<file path="src/hw/rtl/bsim_pkg.sv">
`timescale 1ns / 1ps

package bsim_pkg;

    // Field widths of the item and result transactions
    localparam int KIND_W   = 2;
    localparam int ADDR_W   = 16;
    localparam int DATA_W   = 8;
    localparam int CYC_W    = 8;
    localparam int TGT_W    = 3;
    localparam int MADDR_W  = 21;

    // Configuration port
    localparam int CFG_IDX_W  = 1;
    localparam int CFG_DATA_W = 8;

    // Storage shapes
    localparam int PRG_BANKS   = 3;
    localparam int CHR_BANKS   = 8;
    localparam int NT_PAGES    = 4;
    localparam int BANK_W      = 8;
    localparam int COUNT_W     = 15;
    localparam int WRAM_BYTES  = 8192;
    localparam int WRAM_AW     = $clog2(WRAM_BYTES);
    localparam int PRG_PAGE_AW = 13;
    localparam int CHR_PAGE_AW = 10;

    // Configuration register indexes
    typedef enum logic [CFG_IDX_W-1:0] {
        CFG_PRG_MASK = 1'b0,
        CFG_CHR_MASK = 1'b1
    } t_cfg_idx;

    // Item kinds
    typedef enum logic [KIND_W-1:0] {
        KIND_WRITE     = 2'd0,
        KIND_CPU_XLATE = 2'd1,
        KIND_PPU_XLATE = 2'd2,
        KIND_TICK      = 2'd3
    } t_kind;

    // Result targets
    typedef enum logic [TGT_W-1:0] {
        TGT_NONE     = 3'd0,
        TGT_PRG      = 3'd1,
        TGT_WRAM     = 3'd2,
        TGT_SOUND    = 3'd3,
        TGT_CHR      = 3'd4,
        TGT_NT       = 3'd5,
        TGT_REGISTER = 3'd6
    } t_target;

    typedef struct packed {
        t_kind             kind;
        logic [ADDR_W-1:0] address;
        logic [DATA_W-1:0] data;
        logic [CYC_W-1:0]  cycles;
    } t_item;

    typedef struct packed {
        t_target            target;
        logic [MADDR_W-1:0] mapped_address;
        logic               irq_line;
    } t_result;

endpackage

</file>
<file path="src/hw/rtl/bsim_core.sv">
`timescale 1ns / 1ps

// Mapper state and decode: bank registers, nametable selects, IRQ counter.
// The item's result is combinational; masks move on i_cfg_we, other state on i_fire.
module bsim_core import bsim_pkg::*; (
    input  logic                  i_clk,
    input  logic                  i_rst_n,
    input  logic                  i_cfg_we,
    input  logic [CFG_IDX_W-1:0]  i_cfg_index,
    input  logic [CFG_DATA_W-1:0] i_cfg_data,
    input  logic                  i_fire,
    input  t_item                 i_item,
    output t_result               o_result
);

    logic [BANK_W-1:0]  r_prg_mask;
    logic [BANK_W-1:0]  r_chr_mask;
    logic [BANK_W-1:0]  r_prg [PRG_BANKS];
    logic [BANK_W-1:0]  r_chr [CHR_BANKS];
    logic               r_page [NT_PAGES];
    logic [COUNT_W-1:0] r_count;
    logic               r_en;
    logic               r_pend;

    logic [BANK_W-1:0]  n_prg [PRG_BANKS];
    logic [BANK_W-1:0]  n_chr [CHR_BANKS];
    logic               n_page [NT_PAGES];
    logic [COUNT_W-1:0] n_count;
    logic               n_en;
    logic               n_pend;

    logic [ADDR_W-1:0]  a;
    logic [BANK_W-1:0]  prg_sel;
    logic [BANK_W-1:0]  chr_sel;
    logic [COUNT_W:0]   tick_sum;
    logic [1:0]         prg_wr_idx;
    t_target            res_tgt;
    logic [MADDR_W-1:0] res_ma;

    assign a        = i_item.address;
    assign tick_sum = {1'b0, r_count} + {{(COUNT_W + 1 - CYC_W){1'b0}}, i_item.cycles};
    assign prg_wr_idx = a[12:11];

    // PRG bank for the 0x8000-0xDFFF windows; the fourth code does not occur
    always_comb begin
        unique case (a[14:13])
            2'd0:    prg_sel = r_prg[0];
            2'd1:    prg_sel = r_prg[1];
            default: prg_sel = r_prg[2];
        endcase
    end

    assign chr_sel = r_chr[a[12:10]] & r_chr_mask;

    // Decode of one item and the next state that it leaves
    always_comb begin
        n_prg   = r_prg;
        n_chr   = r_chr;
        n_page  = r_page;
        n_count = r_count;
        n_en    = r_en;
        n_pend  = r_pend;
        res_tgt = TGT_NONE;
        res_ma  = '0;
        unique case (i_item.kind)
            KIND_WRITE: begin
                priority if (a[15:11] == 5'b01001) begin
                    res_tgt = TGT_SOUND;
                    res_ma  = {{(MADDR_W - ADDR_W){1'b0}}, a};
                end else if (a[15:13] == 3'b011) begin
                    res_tgt = TGT_WRAM;
                    res_ma  = {{(MADDR_W - WRAM_AW){1'b0}}, a[WRAM_AW-1:0]};
                end else if (a[15:14] == 2'b10) begin
                    res_tgt = TGT_REGISTER;
                    res_ma  = {{(MADDR_W - ADDR_W){1'b0}}, a};
                    if (a[10]) begin
                        if (a[13]) begin
                            n_count = {i_item.data[6:0], r_count[7:0]};
                            n_en    = i_item.data[7];
                            n_pend  = 1'b0;
                        end else begin
                            n_count = {r_count[COUNT_W-1:8], i_item.data};
                        end
                    end else begin
                        n_chr[a[13:11]] = i_item.data;
                    end
                end else if (a[15:13] == 3'b110) begin
                    if (!a[10]) begin
                        n_page[a[12:11]] = i_item.data[0];
                        res_tgt = TGT_REGISTER;
                        res_ma  = {{(MADDR_W - ADDR_W){1'b0}}, a};
                    end
                end else if (a[15:13] == 3'b111) begin
                    if (a[12] && a[11]) begin
                        res_tgt = TGT_SOUND;
                        res_ma  = {{(MADDR_W - ADDR_W){1'b0}}, a};
                    end else if (!a[10]) begin
                        unique case (prg_wr_idx)
                            2'd0:    n_prg[0] = i_item.data;
                            2'd1:    n_prg[1] = i_item.data;
                            default: n_prg[2] = i_item.data;
                        endcase
                        res_tgt = TGT_REGISTER;
                        res_ma  = {{(MADDR_W - ADDR_W){1'b0}}, a};
                    end
                end else begin
                    // Writes elsewhere are ignored.
                end
            end
            KIND_CPU_XLATE: begin
                priority if (a[15:11] == 5'b01001) begin
                    res_tgt = TGT_SOUND;
                    res_ma  = {{(MADDR_W - ADDR_W){1'b0}}, a};
                end else if (a[15:13] == 3'b011) begin
                    res_tgt = TGT_WRAM;
                    res_ma  = {{(MADDR_W - WRAM_AW){1'b0}}, a[WRAM_AW-1:0]};
                end else if (a[15:13] == 3'b111) begin
                    // Fixed last bank
                    res_tgt = TGT_PRG;
                    res_ma  = {r_prg_mask, a[PRG_PAGE_AW-1:0]};
                end else if (a[15]) begin
                    res_tgt = TGT_PRG;
                    res_ma  = {prg_sel & r_prg_mask, a[PRG_PAGE_AW-1:0]};
                end else begin
                    // Unmapped CPU addresses map to nothing.
                end
            end
            KIND_PPU_XLATE: begin
                priority if (!a[13]) begin
                    res_tgt = TGT_CHR;
                    res_ma  = {{(MADDR_W - BANK_W - CHR_PAGE_AW){1'b0}}, chr_sel,
                               a[CHR_PAGE_AW-1:0]};
                end else if (a[13:8] != 6'h3F) begin
                    res_tgt = TGT_NT;
                    res_ma  = {{(MADDR_W - CHR_PAGE_AW - 1){1'b0}}, r_page[a[11:10]],
                               a[CHR_PAGE_AW-1:0]};
                end else begin
                    // The palette maps to nothing.
                end
            end
            default: begin
                // Cycle tick: the interrupt fires once the count passes 0x7FFF
                if (r_en) begin
                    if (tick_sum[COUNT_W]) begin
                        n_pend  = 1'b1;
                        n_en    = 1'b0;
                        n_count = '0;
                    end else begin
                        n_count = tick_sum[COUNT_W-1:0];
                    end
                end
            end
        endcase
    end

    assign o_result.target         = res_tgt;
    assign o_result.mapped_address = res_ma;
    assign o_result.irq_line       = n_pend;

    // State registers
    always_ff @(posedge i_clk) begin
        if (!i_rst_n) begin
            r_prg_mask <= '1;
            r_chr_mask <= '1;
            for (int i = 0; i < PRG_BANKS; i++) begin
                r_prg[i] <= BANK_W'(i);
            end
            for (int i = 0; i < CHR_BANKS; i++) begin
                r_chr[i] <= BANK_W'(i);
            end
            for (int i = 0; i < NT_PAGES; i++) begin
                r_page[i] <= (i >= NT_PAGES / 2);
            end
            r_count <= '0;
            r_en    <= 1'b0;
            r_pend  <= 1'b0;
        end else begin
            if (i_cfg_we) begin
                unique case (t_cfg_idx'(i_cfg_index))
                    CFG_PRG_MASK: r_prg_mask <= i_cfg_data;
                    default:      r_chr_mask <= i_cfg_data;
                endcase
            end
            if (i_fire) begin
                r_prg   <= n_prg;
                r_chr   <= n_chr;
                r_page  <= n_page;
                r_count <= n_count;
                r_en    <= n_en;
                r_pend  <= n_pend;
            end
        end
    end

endmodule

</file>
<file path="config.mk">
export PLATFORM = sky130hd
export DESIGN_NAME = bsim_core
export DESIGN_NICKNAME = d
export VERILOG_FILES = /design/src/hw/rtl/bsim_pkg.sv /design/src/hw/rtl/bsim_core.sv
export SDC_FILE = /design/constraint.sdc
export NUM_CORES = 1
export LEC_CHECK = 0
export ABC_AREA = 1
export BUFFER_PORTS_ARGS = -buffer_cell sky130_fd_sc_hd__buf_2
export CORE_ASPECT_RATIO = 0.8
export CORE_MARGIN = 4
export CORE_UTILIZATION = 38
export CTS_CLUSTER_SIZE = 24
export DETAILED_ROUTE_END_ITERATION = 10
export GPL_TIMING_DRIVEN = 0
export PLACE_DENSITY = 0.54
export SLEW_MARGIN = 20
export SYNTH_ARGS = -nofsm -noshare
export SYNTH_HDL_FRONTEND = slang
export SYNTH_SLANG_ARGS = --single-unit
</file>
<file path="constraint.sdc">
create_clock -name i_clk -period 4.7 [get_ports i_clk]
set_input_delay 0.94 -clock i_clk [delete_from_list [all_inputs] [get_ports i_clk]]
set_output_delay 0.94 -clock i_clk [all_outputs]
set_load 0.02 [all_outputs]
</file>
## Word-level counts from Yosys, hierarchy flattened

Cells that the tools add are included.

| word-level totals | value |
|---|---|
| bits in registers | 125 |
| bits of input ports | 47 |
| output and inout port bits | 25 |
| logic and storage cells | 143 |

| cells by class | value |
|---|---|
| $add $sub $neg | 1 |
| order comparisons | 6 |
| eq/ne operators | 16 |
| muxes and demuxes | 65 |
| bitwise operators | 15 |
| reductions and logical operators | 19 |

Operator list:

| operator | number |
|---|---|
| 2-to-1 mux 21 bit | 10 |
| 2-to-1 mux 15 bit | 7 |
| bitwise mux 64 bit | 1 |
| one-hot mux 21 bit (3 select lines) | 1 |
| one-hot mux 15 bit (2 select lines) | 1 |
| AND reduction 10 bit | 3 |
| 2-to-1 mux 3 bit | 9 |
| binary-select mux 8 bit (select 3 bit) | 1 |
| demux 8 bit (select 3 bit) | 1 |
| 2-to-1 mux 8 bit | 3 |
| 2-to-1 mux 1 bit | 19 |
| 2-to-1 mux 18 bit | 1 |
| adder 15 x 8 -> 16 bit | 1 |
| AND 8 bit | 2 |
| 2-to-1 mux 16 bit | 1 |
| one-hot mux 8 bit (2 select lines) | 1 |
| AND reduction 8 bit | 2 |
| AND reduction 7 bit | 2 |
| inequality test 2 bit (second input constant) | 6 |
| 2-to-1 mux 11 bit | 1 |
| NOT 1 bit | 9 |
| one-hot mux 3 bit (3 select lines) | 1 |
| >= comparator 4 bit (second input constant) | 2 |
| NOT 3 -> 4 bit | 2 |
| other kinds (21) | 35 |

## Depth between registers and ports, before layout

| depth | value |
|---|---|
| word-level depth | 8 |
| mapped depth | 13 |
| gate-level depth less buffers | 12 |

## Worst setup path before layout

Ideal clock, no wire load.

| timing path | value |
|---|---|
| path type | input to output |
| start | in i_item[32] in the netlist's numbering |
| end | out o_result[11] in the netlist's numbering |
| arrival | 2.188 ns |
| required time | 3.760 ns |
| setup slack | 1.572 ns |
| stages on the path | 8 |
| buffers on the path | 2 |
| path through | inv_1 > ha_1 > buf_4 > clkbuf_1 > nand3_1 > o21ai_0 > nand2_1 > a31oi_1 |

RTL lines:

| item | line | text |
|---|---|---|
| start, declared | bsim_core.sv:12 | `input t_item i_item,` |
| end, declared | bsim_core.sv:13 | `output t_result o_result` |

==> impl.org <==
** Synth
- After synthesis, the cell types taking the most area are sky130_fd_sc_hd__dfxtp_1 37%, sky130_fd_sc_hd__nand2_1 16%, sky130_fd_sc_hd__nor2_1 9.2%.
- Largest family of logic cells by synthesized area :: simple AND/OR/NAND/NOR gates
- Synthesized net count :: around 1100
- Fraction of the mapped netlist area in simple logic gates :: 34.5%
- The cell area that synthesis handed to floorplanning was approximately 7000 um^2.
- The synthesized design spends more area on one cell type than any other, namely sky130_fd_sc_hd__dfxtp_1.
- Of all flip-flops after synthesis, the portion carrying an async set or reset was 0%.
- Fraction of synthesized cell area in xor and xnor cells :: less than 1%
- In this run, synthesis produced a sequential element count of between 100 and 150.
- After synthesis, the largest area contributor takes up between 30% and 40% of total cell area.
- Post-Synthesis Cells :: ~1100
- Yosys printed 0 warnings.
- Share of synthesized cell area in full adder, half adder and majority cells :: 2.49%
- Main synth FF type :: sky130_fd_sc_hd__dfxtp_1
- Synth unique cells :: between 40 and 50
- Number of flops mapped to enable cells by yosys :: 0
- Share of synthesized area spent on multiplexers :: 0%
- Summing the areas of all compound-gate instances in the mapped netlist gives approximately 17% of the synthesized area.
- Sequential area share after synthesis :: a little over a third
- Syn avg cell area :: around 6.5 um^2

** Worst setup path
- CP arrival :: between 2 and 3 ns
- The worst setup path is captured at an output port.
- For the worst setup path, the data required time is about 3.8 ns.
- The worst setup path is of the primary input to output port kind.
- Startpoint class of the critical path :: primary input
- In this run the worst path has a maximum fanout of 10.

** Final layout
- The net count of the finished layout is around 1200.
- The top cell types in the final layout, fill and taps aside, are 290 x sky130_fd_sc_hd__nand2_1, 167 x sky130_fd_sc_hd__nor2_1, 125 x sky130_fd_sc_hd__dfxtp_1, 108 x sky130_fd_sc_hd__o21ai_0, 78 x sky130_fd_sc_hd__inv_1.
- Filler Cells Inserted :: 1903
- Share of layout cells above drive strength 1 :: between 10% and 20%
- Leaving out fill and tap cells, the most frequent cell in the layout is sky130_fd_sc_hd__nand2_1.
- Antenna Diode Count :: 0
- Fraction of the core area covered by cells at the end of the flow :: between 40% and 50%
- Relative to the synthesized area, the layout overhead comes to 17.4%.

** CTS
- Once the clock tree was built, the setup fixing pass inserted 0 buffers.
- Hold repair after CTS inserted 0 buffers.
- The number of clock buffers added by TritonCTS is 17.
- Total number of H-tree levels :: 4
- Max Root-Sink Buffers :: 2
- TritonCTS built the clock tree.
- CTS placed an instance of sky130_fd_sc_hd__clkbuf_16 at the clock tree root.
- Clock-pin slew was measured on the worst setup and hold paths at around 0.060 ns.
- At the later pin of the worst-skew pair, clock insertion delay measures between 0.4 and 0.5 ns.
- Clock tree sinks :: ~130
- Number of gates given a new drive strength after cts :: 0

** Route
- Total via count in the routed design :: ~7200
- DRC violations left :: 0
- Initial DRC count :: 728
- The pre-antenna-repair detailed-routing pass consisted of 5 iterations.
- Final wirelength :: between 20000 and 25000 um
- WL per Instance :: 17.8 um
- Dividing the detail-routed via count by the number of cells gives 5.22.
- The count of nets left with antenna violations once routing finished came out at 0.

** STA
- Fin. max-slew vios :: 0
- After layout, the worst path uses 81.8% of the clock period.
- Count of final hold-check violations :: 0
- Setup violations remaining at the end of the flow were counted as 0.
- Worst-margin pin slew :: around 0.73 ns
- Clock skew after layout :: approximately 0.0062 ns
- Minimum period implied by the final worst setup slack :: ~3.8 ns
- Based on the critical path, the design can be clocked at up to 260 MHz.
- Normalized max-slew margin :: a little over 50%
- In the final timing run, aggregate negative setup slack is 0 ns.
- Setup slack closes at between 0.8 and 0.9 ns.
- Final hold slack :: ~0.45 ns
- Unrepaired setup endpoints after global routing :: no

** Global routing
- Global routing consumed, on the met1 layer, between 30% and 40% of the routing resources.
- Overall Global Routing Usage :: about a quarter
- Entering global routing, the biggest net connects 17 pins.
- Met2 demand-to-capacity share in global routing :: a little under a third
- The via count of the first global-routing pass came to roughly 6300.
- For met3 alone, demand over resource in global routing was 5.70%.
- Initial antenna violation count :: 0
- For this run the aggregate overflow at the end of global routing stands at 0.
- Most crowded layer after global routing :: met1
- The first global-routing pass estimated between 30000 and 40000 um of wire.

** Placement
- Before CTS, the worst setup slack after placement is between 0.9 and 1 ns.
- After legalization and detailed placement, the total HPWL measured about 18000 um.
- Placer Congestion :: about 0.9
- In this run the tool buffered the top-level ports with 63 buffer cells.

** Power
- Cell leakage power :: approximately 0.0037 uW
- IR analysis of the VDD net gives a maximum drop of approximately 260 uV.
- Power density cells :: about 340 nW/um^2

** Floorplan
- For this configuration, the core starts out at a cell density of roughly 39%.
- After floorplanning, the core was divided into 43 placement rows.
- The die is 128 um tall.
- Pin placement for this block handled 72 I/O pins.
- Die Outline Area :: slightly above 20000 um^2
- Core region area :: ~17000 um^2
- Measured along the x axis, the die boundary spans ~160 um.

** Run status
- The run finished with clean final reports.

** Run
- Total of max-cap violations :: 0

** Worst hold path
- In this run the worst hold path is classified as flop to flop.
## sequential cells by signal, summed over array words and instances (netlist names)
name,cells
r_pend,1
r_prg_mask,8
r_page,4
r_chr_mask,8
r_chr,64
r_prg,24
r_count,15
r_en,1
## logic make-up (layout without fill, tap and decap cells)
logic type / after synthesis / count (layout)
simple gates: 556 / 556
compound gates: 213 / 213
buf+inv: 137 / 232
flops: 125 / 125
fa+ha+maj: 13 / 13
xor+xnor: 6 / 6
## cell type report
type | count | area, um^2 | area share, %
repair buffers | 63 | 315 | 3.92
well taps | 225 | 282 | 3.50
clock buffers | 19 | 433 | 5.39
flip-flops and latches | 125 | 2500 | 31.1
inverters | 88 | 338 | 4.20
clock inverters | 13 | 163 | 2.02
multi-input cells | 788 | 3740 | 46.5
plain buffers | 49 | 265 | 3.30
## per-layer routing
| metal | vias up | wire, um |
|---|---|---|
| met5 | - | 0 |
| met4 | 0 | 221 |
| met2 | 268 | 9170 |
| met3 | 22 | 2160 |
| li1 | 3581 | - |
| met1 | 3285 | 12800 |
## stage by stage
| stage | std cells | power, uW | instance area, um^2 |
|---|---|---|---|
| final | 1370 | 2770 | 8040 |
| after CTS | 1370 | 2780 | 8040 |
| after global routing | 1370 | 2880 | 8040 |
| after floorplan | 1050 | 1300 | 6850 |
| after detailed placement | 1338 | 1420 | 7440 |
| after global placement | 1338 | 1420 | 7440 |
## synth_stat cells, types with 5 or more instances
| library cell | number |
|---|---|
| sky130_fd_sc_hd__inv_1 | 78 |
| sky130_fd_sc_hd__a21oi_1 | 72 |
| sky130_fd_sc_hd__xor2_1 | 5 |
| sky130_fd_sc_hd__nor3_1 | 7 |
| sky130_fd_sc_hd__nand3_1 | 61 |
| sky130_fd_sc_hd__o21ai_0 | 108 |
| sky130_fd_sc_hd__ha_1 | 12 |
| sky130_fd_sc_hd__buf_2 | 14 |
| sky130_fd_sc_hd__clkbuf_1 | 23 |
| sky130_fd_sc_hd__nor2_1 | 167 |
| sky130_fd_sc_hd__a31oi_1 | 5 |
| sky130_fd_sc_hd__buf_4 | 8 |
| sky130_fd_sc_hd__nor2_2 | 8 |
| sky130_fd_sc_hd__o211ai_1 | 14 |
| sky130_fd_sc_hd__inv_2 | 6 |
| sky130_fd_sc_hd__dfxtp_1 | 125 |
| sky130_fd_sc_hd__nand4_1 | 6 |
| sky130_fd_sc_hd__nor2_8 | 5 |
| sky130_fd_sc_hd__nand2_1 | 290 |
## worst paths after layout
| kind | from | depth (start not counted) | slack, ns | to |
|---|---|---|---|---|
| worst min register to register | r_prg[13] | 2 | 0.45 | r_prg[13] |
| worst max-delay path | i_item[27] | 10 | 0.86 | o_result[18] |
| worst max register to register | r_count[5] | 12 | 2.49 | r_count[4] |
| worst min-delay path | r_prg[13] | 2 | 0.45 | r_prg[13] |
## critical path, cell delays in order
cell and delay [ns]:
sky130_fd_sc_hd__buf_2 0.12, sky130_fd_sc_hd__buf_4 0.18, sky130_fd_sc_hd__inv_2 0.08, sky130_fd_sc_hd__nor2_2 0.31, sky130_fd_sc_hd__buf_4 0.26, sky130_fd_sc_hd__a22oi_1 0.13
sky130_fd_sc_hd__o211ai_1 0.37, sky130_fd_sc_hd__nand2_1 0.10, sky130_fd_sc_hd__a21oi_1 0.20, sky130_fd_sc_hd__buf_2 0.20
## power breakdown
group	internal, uW	switching, uW	leakage [uW]
registers	1080	11.5	0.00101
logic	91.4	228	0.00244
clock network	836	529	0.000284
(Power assumes the default switching activity.)
